`src/design/rcpc_pkg.sv`:
```
package rcpc_pkg;

    // Item kinds carried in the mode field
    localparam logic [1:0] MODE_EDGE    = 2'd0;
    localparam logic [1:0] MODE_TICK    = 2'd1;
    localparam logic [1:0] MODE_REQUEST = 2'd2;

    // Configuration register indexes
    localparam logic [2:0] REG_FRAME_PERIOD = 3'd0;
    localparam logic [2:0] REG_ABS_MIN_US   = 3'd1;
    localparam logic [2:0] REG_ABS_MAX_US   = 3'd2;
    localparam logic [2:0] REG_IDLE_US      = 3'd3;
    localparam logic [2:0] REG_MOTOR_ON_US  = 3'd4;
    localparam logic [2:0] REG_TIMEOUT_MS   = 3'd5;

    // Reset values of the configuration registers
    localparam logic [15:0] RST_FRAME_PERIOD = 16'd20000;
    localparam logic [15:0] RST_ABS_MIN_US   = 16'd800;
    localparam logic [15:0] RST_ABS_MAX_US   = 16'd2200;
    localparam logic [15:0] RST_IDLE_US      = 16'd1000;
    localparam logic [15:0] RST_MOTOR_ON_US  = 16'd1100;
    localparam logic [15:0] RST_TIMEOUT_MS   = 16'd100;

    // Loss timer saturates one past the largest timeout
    localparam int          MS_W   = 17;
    localparam logic [MS_W-1:0] MS_MAX = {1'b1, {(MS_W-1){1'b0}}};

    typedef struct packed {
        logic [1:0]  mode;
        logic        pin_level;
        logic [15:0] capture_count;
        logic [15:0] request_us;
    } t_in_item;

    typedef struct packed {
        logic [15:0] output_us;
        logic [15:0] good_width_us;
        logic        signal_valid;
        logic        armed;
        logic        motor_on;
    } t_out_item;

    typedef struct packed {
        logic [15:0] frame_period;
        logic [15:0] abs_min_us;
        logic [15:0] abs_max_us;
        logic [15:0] idle_us;
        logic [15:0] motor_on_us;
        logic [15:0] timeout_ms;
    } t_cfg;

endpackage

```
`src/design/rcpc_core.sv`:
```
module rcpc_core (
    input  logic                 i_clk,
    input  logic                 i_rst_n,
    input  logic                 i_accept,
    input  rcpc_pkg::t_in_item   i_item,
    input  rcpc_pkg::t_cfg       i_cfg,
    output rcpc_pkg::t_out_item  o_result
);

    logic                      r_got_rising, n_got_rising;
    logic [15:0]               r_rising_count, n_rising_count;
    logic [15:0]               r_last_good_us, n_last_good_us;
    logic [rcpc_pkg::MS_W-1:0] r_ms_since_good, n_ms_since_good;
    logic                      r_valid_flag, n_valid_flag;
    logic                      r_armed_flag, n_armed_flag;
    logic [15:0]               r_drive_us, n_drive_us;

    logic [17:0]               w_wrap_sum;
    logic [15:0]               w_width;
    logic                      w_width_ok;
    logic                      w_width_good;
    logic                      w_req_good;
    logic [rcpc_pkg::MS_W-1:0] w_ms_inc;

    // Measure width, wrapping over the frame period; drop anything above 16 bits
    always_comb begin
        w_wrap_sum = {2'b00, i_cfg.frame_period} - {2'b00, r_rising_count}
                     + {2'b00, i_item.capture_count};
        if (i_item.capture_count >= r_rising_count) begin
            w_width    = i_item.capture_count - r_rising_count;
            w_width_ok = 1'b1;
        end else begin
            w_width    = w_wrap_sum[15:0];
            w_width_ok = (w_wrap_sum[17:16] == 2'b00);
        end
        w_width_good = w_width_ok && (w_width >= i_cfg.abs_min_us)
                       && (w_width <= i_cfg.abs_max_us);
        w_req_good   = (i_item.request_us >= i_cfg.abs_min_us)
                       && (i_item.request_us <= i_cfg.abs_max_us);
        w_ms_inc     = (r_ms_since_good == rcpc_pkg::MS_MAX) ? r_ms_since_good
                       : r_ms_since_good + 1'b1;
    end

    // Next state for the item at the input
    always_comb begin
        n_got_rising    = r_got_rising;
        n_rising_count  = r_rising_count;
        n_last_good_us  = r_last_good_us;
        n_ms_since_good = r_ms_since_good;
        n_valid_flag    = r_valid_flag;
        n_armed_flag    = r_armed_flag;
        n_drive_us      = r_drive_us;
        unique case (i_item.mode)
            rcpc_pkg::MODE_EDGE: begin
                if (i_item.pin_level) begin
                    n_rising_count = i_item.capture_count;
                    n_got_rising   = 1'b1;
                end else begin
                    if (r_got_rising && w_width_good) begin
                        n_last_good_us  = w_width;
                        n_ms_since_good = '0;
                        n_valid_flag    = 1'b1;
                        if (!r_armed_flag && (w_width < i_cfg.motor_on_us)) begin
                            n_armed_flag = 1'b1;
                        end
                    end
                    n_got_rising = 1'b0;
                end
            end
            rcpc_pkg::MODE_TICK: begin
                n_ms_since_good = w_ms_inc;
                if (!r_valid_flag || (w_ms_inc > {1'b0, i_cfg.timeout_ms})) begin
                    n_valid_flag = 1'b0;
                    n_armed_flag = 1'b0;
                    n_drive_us   = i_cfg.idle_us;
                end
            end
            rcpc_pkg::MODE_REQUEST: begin
                n_drive_us = w_req_good ? i_item.request_us : i_cfg.idle_us;
            end
            default: begin
            end
        endcase
    end

    // Report the state as it stands after this item
    always_comb begin
        o_result.output_us     = n_drive_us;
        o_result.good_width_us = n_last_good_us;
        o_result.signal_valid  = n_valid_flag;
        o_result.armed         = n_armed_flag;
        o_result.motor_on      = n_valid_flag && n_armed_flag
                                 && (n_last_good_us >= i_cfg.motor_on_us);
    end

    // Advance state on each accepted transfer
    always_ff @(posedge i_clk) begin
        if (!i_rst_n) begin
            r_got_rising    <= 1'b0;
            r_rising_count  <= '0;
            r_last_good_us  <= rcpc_pkg::RST_IDLE_US;
            r_ms_since_good <= '0;
            r_valid_flag    <= 1'b0;
            r_armed_flag    <= 1'b0;
            r_drive_us      <= rcpc_pkg::RST_IDLE_US;
        end else if (i_accept) begin
            r_got_rising    <= n_got_rising;
            r_rising_count  <= n_rising_count;
            r_last_good_us  <= n_last_good_us;
            r_ms_since_good <= n_ms_since_good;
            r_valid_flag    <= n_valid_flag;
            r_armed_flag    <= n_armed_flag;
            r_drive_us      <= n_drive_us;
        end
    end

endmodule

```
`src/design/rc_pulse_capture_arming_failsafe.sv`:
```
// Results of accepted inputs are registered (output register, else skid register).
// One item per cycle unless stalled; the update is a single compare/subtract pass.
// A two-entry output (result register plus skid register) keeps the input stall
// registered, so input is held off only when both entries are full.
// Reset (synchronous, active low) restores all configuration registers to their
// defaults, clears the capture and failsafe state and empties the output.
module rc_pulse_capture_arming_failsafe (
    input  logic                 i_clk,
    input  logic                 i_rst_n,
    input  logic                 i_in_valid,
    output logic                 o_in_stall,
    input  rcpc_pkg::t_in_item   i_in_data,
    output logic                 o_out_valid,
    input  logic                 i_out_stall,
    output rcpc_pkg::t_out_item  o_out_data,
    input  logic                 i_cfg_we,
    input  logic [2:0]           i_cfg_idx,
    input  logic [15:0]          i_cfg_data
);

    rcpc_pkg::t_cfg       r_cfg;
    rcpc_pkg::t_out_item  w_result;
    rcpc_pkg::t_out_item  r_out;
    rcpc_pkg::t_out_item  r_skid;
    logic                 r_out_valid;
    logic                 r_skid_valid;
    logic                 w_in_acc;
    logic                 w_out_acc;

    assign w_in_acc    = i_in_valid && !r_skid_valid;
    assign w_out_acc   = r_out_valid && !i_out_stall;
    assign o_in_stall  = r_skid_valid;
    assign o_out_valid = r_out_valid;
    assign o_out_data  = r_out;

    // Configuration registers; unknown indexes are dropped
    always_ff @(posedge i_clk) begin
        if (!i_rst_n) begin
            r_cfg.frame_period <= rcpc_pkg::RST_FRAME_PERIOD;
            r_cfg.abs_min_us   <= rcpc_pkg::RST_ABS_MIN_US;
            r_cfg.abs_max_us   <= rcpc_pkg::RST_ABS_MAX_US;
            r_cfg.idle_us      <= rcpc_pkg::RST_IDLE_US;
            r_cfg.motor_on_us  <= rcpc_pkg::RST_MOTOR_ON_US;
            r_cfg.timeout_ms   <= rcpc_pkg::RST_TIMEOUT_MS;
        end else if (i_cfg_we) begin
            unique case (i_cfg_idx)
                rcpc_pkg::REG_FRAME_PERIOD: r_cfg.frame_period <= i_cfg_data;
                rcpc_pkg::REG_ABS_MIN_US:   r_cfg.abs_min_us   <= i_cfg_data;
                rcpc_pkg::REG_ABS_MAX_US:   r_cfg.abs_max_us   <= i_cfg_data;
                rcpc_pkg::REG_IDLE_US:      r_cfg.idle_us      <= i_cfg_data;
                rcpc_pkg::REG_MOTOR_ON_US:  r_cfg.motor_on_us  <= i_cfg_data;
                rcpc_pkg::REG_TIMEOUT_MS:   r_cfg.timeout_ms   <= i_cfg_data;
                default: begin
                end
            endcase
        end
    end

    rcpc_core u_core (
        .i_clk    (i_clk),
        .i_rst_n  (i_rst_n),
        .i_accept (w_in_acc),
        .i_item   (i_in_data),
        .i_cfg    (r_cfg),
        .o_result (w_result)
    );

    // Output register with skid: refill from skid first, else from the new result
    always_ff @(posedge i_clk) begin
        if (!i_rst_n) begin
            r_out_valid  <= 1'b0;
            r_skid_valid <= 1'b0;
        end else begin
            if (w_out_acc || !r_out_valid) begin
                if (r_skid_valid) begin
                    r_out        <= r_skid;
                    r_out_valid  <= 1'b1;
                    r_skid_valid <= 1'b0;
                end else if (w_in_acc) begin
                    r_out       <= w_result;
                    r_out_valid <= 1'b1;
                end else begin
                    r_out_valid <= 1'b0;
                end
            end else if (w_in_acc) begin
                r_skid       <= w_result;
                r_skid_valid <= 1'b1;
            end
        end
    end

endmodule
```
`config.mk`:
```
export PLATFORM = sky130hd
export DESIGN_NAME = rc_pulse_capture_arming_failsafe
export DESIGN_NICKNAME = d
export VERILOG_FILES = /design/src/design/rcpc_pkg.sv /design/src/design/rcpc_core.sv /design/src/design/rc_pulse_capture_arming_failsafe.sv
export SDC_FILE = /design/constraint.sdc
export NUM_CORES = 1
export LEC_CHECK = 0
export BUFFER_PORTS_ARGS = -buffer_cell sky130_fd_sc_hd__buf_4
export CELL_PAD_IN_SITES_DETAIL_PLACEMENT = 0
export CELL_PAD_IN_SITES_GLOBAL_PLACEMENT = 1
export CORE_MARGIN = 1.5
export CORE_UTILIZATION = 45
export CTS_CLUSTER_SIZE = 10
export DETAILED_ROUTE_END_ITERATION = 16
export HOLD_SLACK_MARGIN = 0.03
export PLACE_DENSITY_LB_ADDON = 0.1
export SETUP_SLACK_MARGIN = 0.5
export SLEW_MARGIN = 20
export SYNTH_ARGS = -nofsm -noshare
export SYNTH_HDL_FRONTEND = slang
export SYNTH_SLANG_ARGS = --single-unit
```
`constraint.sdc`:
```
create_clock -name i_clk -period 10.4 [get_ports i_clk]
set_clock_uncertainty 0.2 [all_clocks]
set_input_delay 1.04 -clock i_clk [delete_from_list [all_inputs] [get_ports i_clk]]
set_output_delay 1.04 -clock i_clk [all_outputs]
set_load 0.02 [all_outputs]
```
======== Yosys cells after proc, flatten, opt, wreduce, memory -nomap -nowiden ========
Cells that the tools add are included.
word-level totals
  bits in registers ....................... 236
  input port bits ......................... 59
  logic and storage cells ................. 108
cells by class
  $add $sub $neg .......................... 4
  order comparisons ....................... 8
  equality and inequality tests ........... 10
  muxes and demuxes ....................... 26
  bitwise operators ....................... 2
  reductions and logical operators ........ 33
operators with widths
  kind                     number
  $mux W16                 6
  $mux W35                 2
  $ge A16 B16 Y1           4
  $mux W17                 3
  $pmux W17 S2             1
  $le A16 B16 Y1           2
  $pmux W16 S2             1
  $add A18 B16 Y18         1
  $add A17 B1 Y17 const B  1
  $eq A17 B17 Y1 const B   1
  $gt A17 B16 Y1           1
  $sub A16 B16 Y17         1
  $lt A16 B16 Y1           1
  $sub A16 B16 Y16         1
  $reduce_and A2 Y1        7
  $mux W1                  11
  $logic_and A1 B1 Y1      9
  $reduce_and A3 Y1        3
  $eq A3 B2 Y1 const B     2
  $eq A3 B3 Y1 const B     2
  $logic_not A1 Y1         5
  $logic_not A2 Y1         2
  $pmux W1 S2              2
  $reduce_and A4 Y1        1
  10 further kinds         13

======== Longest topological paths before layout ========
Gate-level depths: netlist of the first run.
  depth after elaboration ................. 14
  depth in mapped cells ................... 38

======== By module ========
A second synthesis of the first run with hierarchy kept.
unflattened totals
  cell total of the unflattened synthesis .. 1644
  area total of the unflattened synthesis .. 15189.6 µm²
modules (own cells, without submodules)
  module                            times used  cells each  area an instance (µm²)  sequential area each (µm²)
  rcpc_core                         1           1175        8926.1                  1361.3
  rc_pulse_capture_arming_failsafe  1           469         6263.5                  4063.9

======== Worst setup path after synthesis of the first run ========
OpenSTA, ideal clock, no wires.
  kind .................................... register -> register
  start ................................... register r_cfg[80] in the netlist's numbering
  end ..................................... register r_out, in the netlist o_out_data[0], data pin
  data arrival time ....................... 6596 ps
  required time ........................... 9932 ps
  path slack .............................. 3335 ps
  cell stages (with the launch flop) ...... 36
  clock period less this slack ............ 7065 ps
  cell sequence ........................... dfxtp_1 > inv_1 > ha_1 > fa_1 > nand2b_1 > a21oi_1 > nor2_1 > o21bai_1 > a21o_1 > xor2_1 > ha_1 > a21o_1 > a21o_1 > a21oi_1 > o31ai_1 > a311o_1 > a31oi_1 > nand2_1 > ha_1 > nand4_1 > or3_1 > o31ai_1 > o41a_1 > o21ai_1 > buf_2 > mux2i_1 > ha_1 > nand2b_1 > a21o_1 > a21o_1 > a211oi_1 > o31ai_1 > a21oi_1 > o21ai_0 > a221oi_1 > o31ai_1
on the way
  longest elaborated chain between the ends .. 14
  elaborated cells between the ends (all ways) .. 27
RTL lines
  element                                                RTL line                                RTL
  from (decl)                                            rc_pulse_capture_arming_failsafe.sv:21  rcpc_pkg::t_cfg r_cfg;
  $sub A16 B16 Y17 *                                     rcpc_core.sv:27                         w_wrap_sum = {2'b00, i_cfg.frame_period} - {2'b00, r_rising_count}
  $add A18 B16 Y18 *                                     rcpc_core.sv:28                         + {2'b00, i_item.capture_count};
  $mux W16 or $logic_not A2 Y1 (tied branches)           rcpc_core.sv:29, rcpc_core.sv:34
  $ge A16 B16 Y1 or $mux W1 (tied branches)              rcpc_core.sv:36, rcpc_core.sv:29
  $logic_and A1 B1 Y1                                    rcpc_core.sv:36                         w_width_good = w_width_ok && (w_width >= i_cfg.abs_min_us)
  $logic_and A1 B1 Y1                                    rcpc_core.sv:37                         && (w_width <= i_cfg.abs_max_us);
  $logic_and A1 B1 Y1                                    rcpc_core.sv:59                         if (r_got_rising && w_width_good) begin
  $mux W16 or $mux W1 (tied branches)                    rcpc_core.sv:59
  $mux W16 or $mux W1 (tied branches)                    rcpc_core.sv:55                         if (i_item.pin_level) begin
  $mux W16 or $pmux W1 S2 (tied branches)                rcpc_core.sv:53                         unique case (i_item.mode)
  $ge A16 B16 Y1 or $logic_and A1 B1 Y1 (tied branches)  rcpc_core.sv:93, rcpc_core.sv:92
  $logic_and A1 B1 Y1 *                                  rcpc_core.sv:93                         && (n_last_good_us >= i_cfg.motor_on_us);
  $mux W35 *                                             rc_pulse_capture_arming_failsafe.sv:79  end else if (w_in_acc) begin
  $mux W35 *                                             rc_pulse_capture_arming_failsafe.sv:75  if (r_skid_valid) begin
  to (signal assigned)                                   rc_pulse_capture_arming_failsafe.sv:76  r_out <= r_skid;
  to (signal assigned)                                   rc_pulse_capture_arming_failsafe.sv:80  r_out <= w_result;
  to (decl)                                              rc_pulse_capture_arming_failsafe.sv:23  rcpc_pkg::t_out_item r_out;
Every way passes the cells marked *; elsewhere a longest branch is shown, timed or not. The select of a mux whose other input is x is not followed.
A chain may end at the register's enable or synchronous reset.

======== Worst setup path after layout of the first run ========
  start ................................... register u_core.r_rising_count[1]
  end ..................................... register r_out, in the netlist o_out_data[0], data pin
on the way
  longest elaborated chain between the ends .. 14
  elaborated cells between the ends (all ways) .. 29
RTL lines
  element                                                RTL line                                RTL
  from (decl)                                            rcpc_core.sv:11                         logic [15:0] r_rising_count, n_rising_count;
  from (signal assigned)                                 rcpc_core.sv:108                        r_rising_count <= n_rising_count;
  $sub A16 B16 Y17                                       rcpc_core.sv:27
  $add A18 B16 Y18                                       rcpc_core.sv:28
  $mux W16 or $logic_not A2 Y1 (tied branches)           rcpc_core.sv:29, rcpc_core.sv:34
  $ge A16 B16 Y1 or $mux W1 (tied branches)              rcpc_core.sv:36, rcpc_core.sv:29
  $logic_and A1 B1 Y1                                    rcpc_core.sv:36
  $logic_and A1 B1 Y1                                    rcpc_core.sv:37
  $logic_and A1 B1 Y1                                    rcpc_core.sv:59
  $mux W16 or $mux W1 (tied branches)                    rcpc_core.sv:59
  $mux W16 or $mux W1 (tied branches)                    rcpc_core.sv:55
  $mux W16 or $pmux W1 S2 (tied branches)                rcpc_core.sv:53
  $ge A16 B16 Y1 or $logic_and A1 B1 Y1 (tied branches)  rcpc_core.sv:93, rcpc_core.sv:92
  $logic_and A1 B1 Y1 *                                  rcpc_core.sv:93
  $mux W35 *                                             rc_pulse_capture_arming_failsafe.sv:79
  $mux W35 *                                             rc_pulse_capture_arming_failsafe.sv:75
Marked as above.

==> flow_metrics.py, run 1 <==
metrics = {
    "worst_setup_path": {
        "critPathCapture": "o_out_data[0]",
        "path_depth": 36,
        "crit_family": "compound AO/OA/AOI/OAI gates",
        "worstSetupPathType": "reg -> reg",
        "path_buf_inv": 2,
        "worst-r2r-setup-slack_ns": 2.07,
        "cp-start-kind": "flop",
        "reg2reg_depth": 36,
        "r2r_start": "u_core.r_rising_count[1]",
        "endpoint_kind": "flop",
        "slowest_stage": "o31ai_1",
        "worst-endpoint-required_ns": 10.49,
        "max_stage_delay_ns": 0.57,
        "crit_start": "u_core.r_rising_count[1]",
        "cp_max_fo": 20,
        "worst_ep_arrival_time_ns": 8.42,
        "r2r-end": "o_out_data[0]",
    },
    "logic_synthesis": {
        "ys_warn_count": 0,
        "yosysSeqAreaShare_pct": 36.5,
        "synth_ff_type": "dfxtp_1",
        "synth.top_cells.by_area": "dfxtp_1 22%, edfxtp_1 14%, ha_1 14%",
        "yosysMostFrequentCell": "nand2_1",
        "synth_cells": 1729,
        "ys_seq_elements": 236,
        "synth_area_mm2": 0.0148,
        "synthTopCellsByCount": "276 x nand2_1, 214 x a21oi_1, 166 x dfxtp_1",
        "synth_top_area_share_pct": 22.4,
        "synth_largest_area_cell": "dfxtp_1",
        "synth_edf_count": 70,
        "async_flop_share_pct": 0,
        "syn-num-nets": 1956,
        "synth_cell_types": 69,
        "synth.avg_cell_area_um2": 8.59,
    },
    "sta": {
        "setup_viol": 0,
        "period_share_pct": 80.1,
        "drv_slew": 0,
        "min_period_ns": 8.33,
        "whs_ns": 0.253,
        "worstMarginPinSlew_ns": 1.04,
        "rsz0062_at_grt": "false",
        "tns_ns": 0,
        "final_hold_viol_count": 0,
        "fmax_mhz": 120,
        "slew-limit-headroom_pct": 30.2,
    },
    "route": {
        "wl_met1_mm": 20.7,
        "vias": 12500,
        "top_layer_used": "met4",
        "wire_per_inst_um": 19.3,
        "initialDrtViolationCount": 947,
        "met2WireLength_mm": 19.4,
        "totalWireLength_mm": 43.6,
        "antenna_left": 0,
        "avgViaCountPerCell": 5.55,
        "wl_met3_mm": 1.96,
        "remaining_drc_errors": 0,
        "dr.pass1.iters": 5,
    },
    "layout": {
        "final_cells": 2258,
        "fin_area_mm2": 0.0169,
        "drive_gt1_share_pct": 11.7,
        "fillers": 3105,
        "diodes": 0,
        "nets": 2020,
        "area.growth.synth_to_final_pct": 13.9,
    },
    "clock_tree": {
        "root_buffer": "clkbuf_16",
        "holdBufCountCts": 0,
        "cts.sinks": 236,
        "post_cts_buffers": 0,
        "clockBufferDepth": 3,
        "insertion_delay_ns": 0.57,
        "clkTransAtPathRegs_ns": 0.06,
        "cts-resized-gates": 0,
        "htreeDepth": 1,
        "cts_tree": "built",
        "cts_made_buffers": 29,
    },
    "die": {
        "die_w_um": 185,
        "die_h_um": 185,
        "dieArea_mm2": 0.0341,
        "io-pin-count": 96,
        "rows": 66,
        "initial_core_util_pct": 45.6,
        "coreArea_mm2": 0.0325,
    },
    "global_routing": {
        "grt_pass1_wl_mm": 68.0,
        "first_global_vias": 12000,
        "grt_overflow_total": 0,
        "grt_max_degree": 77,
        "grt_usage_pct": 25.9,
        "antenna_found_initial": 0,
    },
    "placed_design": {
        "numPortBuffers": 95,
        "place.gp.congestion": 0.901,
        "dpl-instance-area_mm2": 0.0160,
        "place_hpwl_mm": 31.8,
        "dpl.cell_count": 2204,
    },
    "run": {
        "maxCapViolations": 0,
    },
    "hold_path": {
        "worst_hold_path_type": "reg -> reg",
    },
    "pwr": {
        "netSwitchingFraction_pct": 29.2,
        "powerDensity_mw_per_mm2": 148,
        "p_int_mw": 1.77,
        "switching_power_mw": 0.731,
        "p_clk_share_pct": 40.3,
        "ir_worst_vdd_uv": 127,
        "comb_power_share_pct": 20.3,
        "pwr-share-seq_pct": 39.4,
        "power_mw": 2.50,
        "cellLeakagePower_nw": 6.64,
    },
    "outcome": {
        "status": "completed",
    },
}
cells in the final DEF (no fill, tap or decap), types with 5 or more instances in the layout:
master and n:
nand2_1 276, a21oi_1 213, ha_1 165, dfxtp_1 165, inv_1 115, buf_4 107
nor2_1 98, edfxtp_1 70, o21ai_0 66, mux2_2 48, nand3_1 38, mux2i_1 38
xnor2_1 36, a21o_1 35, clkbuf_16 29, nand4_1 24, o211ai_1 24, nor3b_1 20
nand2b_1 17, xor2_1 16, clkbuf_1 16, a211oi_1 15, a31oi_1 15, and2_1 15
nor2b_1 15, nor3_1 14, o21a_1 12, and3_1 8, o31ai_1 7, or3_1 7
o2111ai_1 6, nor4_1 6, clkbuf_8 5
per-stage QoR:
step / worst slack, ns / utilization (%)
after floorplan: 3.34 / -
after global placement: 2.01 / 49.1
after detailed placement: 1.84 / 49.1
after CTS: 2.11 / 52.0
after global routing: 1.35 / 52.0
final: 2.07 / 52.0
power by group through the flow:
stage	Sequential, mW	Clock (mW)	Combinational (mW)
after detailed placement	1.01	0	0.501
after global routing	0.990	1.06	0.567
after CTS	0.987	1.03	0.504
final	0.987	1.01	0.508
after global placement	1.01	0	0.495
after floorplan	1.01	0	0.332
worst min path at each step:
stage / startpoint / to / depth (start not counted)
after floorplan: u_core.r_last_good_us[13] / u_core.r_last_good_us[13] / 2
after global placement: u_core.r_last_good_us[11] / u_core.r_last_good_us[11] / 2
after detailed placement: u_core.r_last_good_us[11] / u_core.r_last_good_us[11] / 2
after CTS: u_core.r_last_good_us[11] / u_core.r_last_good_us[11] / 2
after global routing: r_cfg[11] / r_cfg[11] / 2
final: u_core.r_rising_count[12] / u_core.r_rising_count[12] / 2
sequential cells by signal, summed over array words and instances, names as in the netlist:
signal / cells
u_core.r_got_rising: 1
u_core.r_valid_flag: 1
u_core.r_ms_since_good: 17
o_in_stall: 1
r_skid: 35
u_core.r_armed_flag: 1
u_core.r_last_good_us: 16
r_cfg: 96
o_out_data: 35
u_core.r_rising_count: 16
u_core.r_drive_us: 16
o_out_valid: 1
worst min-delay path, cell delays in order, from the launching register on:
cell	delay [ns]
dfxtp_1	0.30
nand2_1	0.05
a21oi_1	0.05
layer usage:
metal	GRT usage, %	vias to the layer above
li1	-	6256
met1	36.2	5907
met2	41.9	289
met3	2.51	85
met4	8.65	0
met5	0	-
cell families (layout without fill, tap and decap cells):
group / after synthesis / after routing / synth area share, %
and+or+nand+nor: 556 / 556 / 17.1
AOI/OAI and AO/OA: 437 / 437 / 17.7
DFF: 236 / 236 / 36.5
buffers and inverters: 192 / 279 / 4.94
adders and majority gates: 168 / 168 / 14.3
muxes: 88 / 88 / 6.35
xor gates and xnor gates: 52 / 52 / 3.07
cell type report:
| type | instances | area (um^2) | share of cell area [%] |
|---|---|---|---|
| well taps | 442 | 553 | 3.27 |
| multi-input cells | 1301 | 8740 | 51.7 |
| clock buffers | 50 | 855 | 5.05 |
| repair buffers | 108 | 818 | 4.84 |
| clock inverters | 4 | 85.1 | 0.503 |
| inverters | 117 | 440 | 2.60 |
| flip-flops and latches | 236 | 5430 | 32.1 |
(Power assumes the default switching activity.)
==> inputs of run 2 (changes only) <==
==> constraint.sdc (replaced) <==
create_clock -name i_clk -period 8.52 [get_ports i_clk]
set_clock_uncertainty 0.2 [all_clocks]
set_input_delay 0.852 -clock i_clk [delete_from_list [all_inputs] [get_ports i_clk]]
set_output_delay 0.852 -clock i_clk [all_outputs]
set_load 0.02 [all_outputs]
==> run 2 against run 1 <==
- via count rose by 1.5%
- critical endpoint unchanged
- final area increased by 0.65%
- maximum frequency rose by 11%
- non-clock buffer count grew 15
- sequential power rose by 23%
- global-route usage is 0.14 points higher
- combinational power grew 27%
- total power rose by 21%
==> flow_metrics.py, run 2 (synthesis gave the netlist of run 1 again) <==
metrics = {
    "sta": {
        "fmax_mhz": 133,
        "tns_ns": 0,
        "min_period_ns": 7.50,
        "rsz0062_at_grt": "false",
        "final_hold_viol_count": 0,
        "setup_viol": 0,
        "period_share_pct": 88.0,
        "fin_ws_ns": 1.02,
        "slew-limit-headroom_pct": 32.6,
        "drv_slew": 0,
        "worstMarginPinSlew_ns": 0.986,
    },
    "worst_setup_path": {
        "path_buf_inv": 4,
        "worst-endpoint-required_ns": 8.61,
        "critPathMostFrequentCell": "ha_1",
        "slowest_stage": "dfxtp_2",
        "cp-start-kind": "flop",
        "worst-r2r-setup-slack_ns": 1.02,
        "worst_ep_arrival_time_ns": 7.59,
        "cp_max_fo": 5,
        "path_depth": 38,
        "r2r_start": "u_core.r_rising_count[1]",
        "reg2reg_depth": 38,
        "endpoint_kind": "flop",
        "max_stage_delay_ns": 0.35,
        "critPathCapture": "o_out_data[0]",
        "crit_start": "u_core.r_rising_count[1]",
        "crit_family": "compound AO/OA/AOI/OAI gates",
        "r2r-end": "o_out_data[0]",
        "worstSetupPathType": "reg -> reg",
    },
    "route": {
        "dr.pass1.iters": 5,
        "totalWireLength_mm": 44.0,
        "antenna_left": 0,
        "avgViaCountPerCell": 5.60,
        "remaining_drc_errors": 0,
        "wire_per_inst_um": 19.4,
        "initialDrtViolationCount": 814,
        "vias": 12700,
    },
    "pwr": {
        "ir_worst_vdd_uv": 182,
        "cellLeakagePower_nw": 6.68,
        "power_mw": 3.02,
        "switching_power_mw": 0.902,
        "pwr-share-seq_pct": 39.9,
        "comb_power_share_pct": 21.3,
        "powerDensity_mw_per_mm2": 177,
        "netSwitchingFraction_pct": 29.9,
        "p_clk_share_pct": 38.8,
        "p_int_mw": 2.12,
    },
    "clock_tree": {
        "insertion_delay_ns": 0.58,
        "cts.sinks": 236,
        "holdBufCountCts": 0,
        "root_buffer": "clkbuf_16",
        "clockBufferDepth": 3,
        "cts_tree": "built",
        "clkTransAtPathRegs_ns": 0.06,
        "htreeDepth": 1,
        "cts_made_buffers": 29,
    },
    "layout": {
        "drive_gt1_share_pct": 13.0,
        "final_cell_mix": "274 x nand2_1, 209 x a21oi_1, 165 x ha_1",
        "largest_reg_flops": 96,
        "diodes": 0,
        "fin_util_pct": 52.3,
        "area.growth.synth_to_final_pct": 14.7,
        "nets": 2035,
        "top_register": "r_cfg",
        "fillers": 3183,
        "final_cells": 2273,
        "layout.cells.most_common": "nand2_1",
    },
    "placed_design": {
        "place_hpwl_mm": 31.7,
        "place.gp.congestion": 0.952,
        "numPortBuffers": 95,
        "dpl.cell_count": 2215,
        "pre_cts_slack_ns": 0.651,
    },
    "global_routing": {
        "first_global_vias": 12000,
        "grt_pass1_wl_mm": 68.3,
        "grt_max_degree": 74,
        "grt_overflow_total": 0,
        "antenna_found_initial": 0,
        "grt_usage_pct": 26.1,
    },
    "run": {
        "maxCapViolations": 0,
    },
    "die": {
        "dieArea_mm2": 0.0341,
        "initial_core_util_pct": 45.6,
        "rows": 66,
        "io-pin-count": 96,
        "coreArea_mm2": 0.0325,
        "die_h_um": 185,
        "die_w_um": 185,
    },
    "hold_path": {
        "worst_hold_path_type": "reg -> reg",
    },
    "outcome": {
        "status": "completed",
    },
}
-- run 2: layout make-up --
type / instances / area (um^2) / area share [%]
clock inverters: 5 / 67.6 / 0.397
multi-input cells: 1301 / 8800 / 51.7
inverters: 117 / 440 / 2.59
flip-flops and latches: 236 / 5430 / 31.9
clock buffers: 49 / 811 / 4.76
well taps: 442 / 553 / 3.25
repair buffers: 123 / 927 / 5.45
-- run 2: routing by layer --
metal | GRT usage (%) | share of wire [%] | vias to the layer above
li1 | - | - | 6292
met2 | 41.9 | 44 | 308
met3 | 2.75 | 4.3 | 84
met4 | 9.98 | 4.1 | 0
met5 | 0 | 0 | -
met1 | 36.0 | 47 | 6037
-- run 2: worst min path at each step --
stage	startpoint	end	slack [ns]	depth (start not counted)
2_1_floorplan	u_core.r_last_good_us[13]	u_core.r_last_good_us[13]	0.23	2
3_3_place_gp	u_core.r_last_good_us[11]	u_core.r_last_good_us[11]	0.24	2
3_5_place_dp	u_core.r_last_good_us[10]	u_core.r_last_good_us[10]	0.24	2
4_1_cts	u_core.r_last_good_us[10]	u_core.r_last_good_us[10]	0.25	2
5_1_grt	u_core.r_last_good_us[10]	u_core.r_last_good_us[10]	0.27	2
6_report	u_core.r_rising_count[14]	u_core.r_rising_count[14]	0.25	2
-- run 2: worst min-delay path: cells and delay by family, from the launching register on --
| kind | cells | cell delay (ns) |
|---|---|---|
| simple gates | 1 | 0.05 |
| compound gates | 1 | 0.05 |
| flops | 1 | 0.31 |
-- run 2: stage by stage --
| step | instance area [um^2] | hold slack [ns] |
|---|---|---|
| final | 17000 | 0.253 |
| after global routing | 17000 | 0.269 |
| after CTS | 16900 | 0.253 |
| after detailed placement | 16100 | 0.242 |
| after global placement | 16100 | 0.236 |
| after floorplan | 14800 | 0.227 |
-- run 2: power by group through the flow --
stage	Sequential [mW]	Clock (mW)	Combinational (mW)
2_1_floorplan	1.24	0	0.406
3_3_place_gp	1.23	0	0.621
3_5_place_dp	1.23	0	0.628
4_1_cts	1.21	1.20	0.631
5_1_grt	1.21	1.24	0.716
6_report	1.21	1.17	0.645
-- run 2: what timing repair did --
item	in CTS	in global routing
resized for setup	0	16
endpoints found under the setup margin	0	2
buffers inserted	0	3
==> inputs of run 3 (changes only) <==
--- a/config.mk
+++ b/config.mk
@@ -5,7 +5,7 @@
 export SDC_FILE = /design/constraint.sdc
 export NUM_CORES = 1
 export LEC_CHECK = 0
-export BUFFER_PORTS_ARGS = -buffer_cell sky130_fd_sc_hd__buf_4
+export BUFFER_PORTS_ARGS = -buffer_cell sky130_fd_sc_hd__buf_2
 export CELL_PAD_IN_SITES_DETAIL_PLACEMENT = 0
 export CELL_PAD_IN_SITES_GLOBAL_PLACEMENT = 1
 export CORE_MARGIN = 1.5
@@ -15,7 +15,7 @@
 export HOLD_SLACK_MARGIN = 0.03
 export PLACE_DENSITY_LB_ADDON = 0.1
 export SETUP_SLACK_MARGIN = 0.5
-export SLEW_MARGIN = 20
+export SLEW_MARGIN = 40
 export SYNTH_ARGS = -nofsm -noshare
 export SYNTH_HDL_FRONTEND = slang
 export SYNTH_SLANG_ARGS = --single-unit
==> run 3 against run 2 <==
- combinational power about the same
- global-route usage down 0.38 points
- via count down 0.77%
- total power up 2.1%
- largest cell class unchanged
==> flow_metrics.py, run 3 (synthesis gave the netlist of run 1 again) <==
metrics = {
    "worst_setup_path": {
        "worst-r2r-setup-slack_ns": 0.85,
        "worst-endpoint-required_ns": 8.62,
        "endpoint_kind": "flop",
        "cp_max_fo": 7,
        "critPathCapture": "o_out_data[0]",
        "crit_start": "u_core.r_rising_count[1]",
        "slowest_stage": "or3_4",
        "cp-start-kind": "flop",
        "max_stage_delay_ns": 0.38,
        "worstSetupPathType": "reg -> reg",
        "worst_ep_arrival_time_ns": 7.77,
        "r2r_start": "u_core.r_rising_count[1]",
        "r2r-end": "o_out_data[0]",
        "reg2reg_depth": 37,
    },
    "placed_design": {
        "dpl-instance-area_mm2": 0.0158,
        "place.gp.congestion": 0.954,
        "pre_cts_slack_ns": 0.587,
        "numPortBuffers": 95,
        "place_hpwl_mm": 31.7,
    },
    "layout": {
        "fin_area_mm2": 0.0170,
        "fillers": 3212,
        "diodes": 0,
        "drive_gt1_share_pct": 14.0,
        "final_cell_mix": "274 x nand2_1, 209 x a21oi_1, 164 x ha_1, 164 x dfxtp_1, 115 x inv_1",
        "area.growth.synth_to_final_pct": 14.5,
        "top_register": "r_cfg",
        "layout.cells.most_common": "nand2_1",
        "nets": 2045,
        "largest_reg_flops": 96,
    },
    "sta": {
        "fmax_mhz": 130,
        "min_period_ns": 7.67,
        "worstMarginPinSlew_ns": 0.819,
        "final_hold_viol_count": 0,
        "setup_viol": 0,
        "fin_ws_ns": 0.846,
        "rsz0062_at_grt": "false",
        "slew-limit-headroom_pct": 45.2,
        "period_share_pct": 90.1,
        "drv_slew": 0,
        "tns_ns": 0,
    },
    "route": {
        "wire_per_inst_um": 19.2,
        "antenna_left": 0,
        "vias": 12600,
        "initialDrtViolationCount": 787,
        "avgViaCountPerCell": 5.53,
        "remaining_drc_errors": 0,
        "dr.pass1.iters": 5,
        "totalWireLength_mm": 43.8,
    },
    "run": {
        "maxCapViolations": 0,
    },
    "die": {
        "initial_core_util_pct": 45.6,
        "coreArea_mm2": 0.0325,
        "die_w_um": 185,
        "rows": 66,
        "die_h_um": 185,
        "dieArea_mm2": 0.0341,
        "io-pin-count": 96,
    },
    "hold_path": {
        "worst_hold_path_type": "reg -> reg",
    },
    "outcome": {
        "status": "completed",
    },
    "global_routing": {
        "grt_max_degree": 75,
        "grt_pass1_wl_mm": 67.3,
        "antenna_found_initial": 0,
        "grt_usage_pct": 25.7,
        "grt_overflow_total": 0,
        "first_global_vias": 11900,
    },
    "clock_tree": {
        "cts_tree": "built",
        "htreeDepth": 1,
        "cts.sinks": 236,
        "root_buffer": "clkbuf_16",
        "clkTransAtPathRegs_ns": 0.06,
        "insertion_delay_ns": 0.57,
        "clockBufferDepth": 3,
        "cts_made_buffers": 29,
        "holdBufCountCts": 0,
    },
    "pwr": {
        "powerDensity_mw_per_mm2": 182,
        "cellLeakagePower_nw": 6.68,
        "ir_worst_vdd_uv": 223,
        "power_mw": 3.09,
    },
}
## run 3: repair_timing
item                       in CTS  in global routing
buffers inserted                0                 12
resized for setup               0                 24
setup endpoints to repair       0                  2
## run 3: critical path, delay by kind of cell, from the launching register on
family,cells,cell delay [ns]
buffers and inverters,5,0.74
and+or+nand+nor,5,0.86
AOI/OAI and AO/OA,19,3.50
muxes,2,0.24
adders and majority gates,4,1.14
DFF,1,0.35
xor gates and xnor gates,2,0.41
## run 3: area by class of cell
class	count	area [um^2]	share of cell area, %
Inverter	117	440	2.59
Clock inverter	4	110	0.648
Clock buffer	49	822	4.84
Tap cell	442	553	3.25
Sequential cell	236	5430	31.9
Multi-Input combinational cell	1301	8870	52.2
Timing Repair Buffer	133	768	4.52
## run 3: how the worst min path moves through the flow
stage / startpoint / to / slack, ns / depth (start not counted)
6_report: u_core.r_last_good_us[11] / u_core.r_last_good_us[11] / 0.25 / 2
5_1_grt: r_cfg[53] / r_cfg[53] / 0.27 / 2
4_1_cts: r_cfg[28] / r_cfg[28] / 0.25 / 2
3_5_place_dp: u_core.r_last_good_us[11] / u_core.r_last_good_us[11] / 0.24 / 2
3_3_place_gp: u_core.r_last_good_us[4] / u_core.r_last_good_us[4] / 0.24 / 2
2_1_floorplan: u_core.r_last_good_us[13] / u_core.r_last_good_us[13] / 0.23 / 2
## run 3: metrics by stage
step | util, % | hold slack [ns] | std cells
after floorplan | - | 0.227 | 1729
after global placement | 48.6 | 0.238 | 2214
after detailed placement | 48.7 | 0.243 | 2217
after CTS | 51.6 | 0.254 | 2270
after global routing | 52.2 | 0.266 | 2282
final | 52.2 | 0.253 | 2282
## run 3: layer usage
metal | track usage (%) | vias to the layer above | share of wire [%]
li1 | - | 6314 | -
met1 | 35.6 | 5958 | 47
met2 | 42.3 | 287 | 46
met3 | 2.59 | 64 | 4.2
met4 | 7.45 | 0 | 2.7
met5 | 0 | - | 0
## run 3: power by group
part / internal [mW] / switching (mW) / total [mW] / leakage [nW]
Combinational: 0.247 / 0.396 / 0.644 / 4.26
Sequential: 1.19 / 0.0151 / 1.20 / 1.98
Clock: 0.744 / 0.493 / 1.24 / 0.444
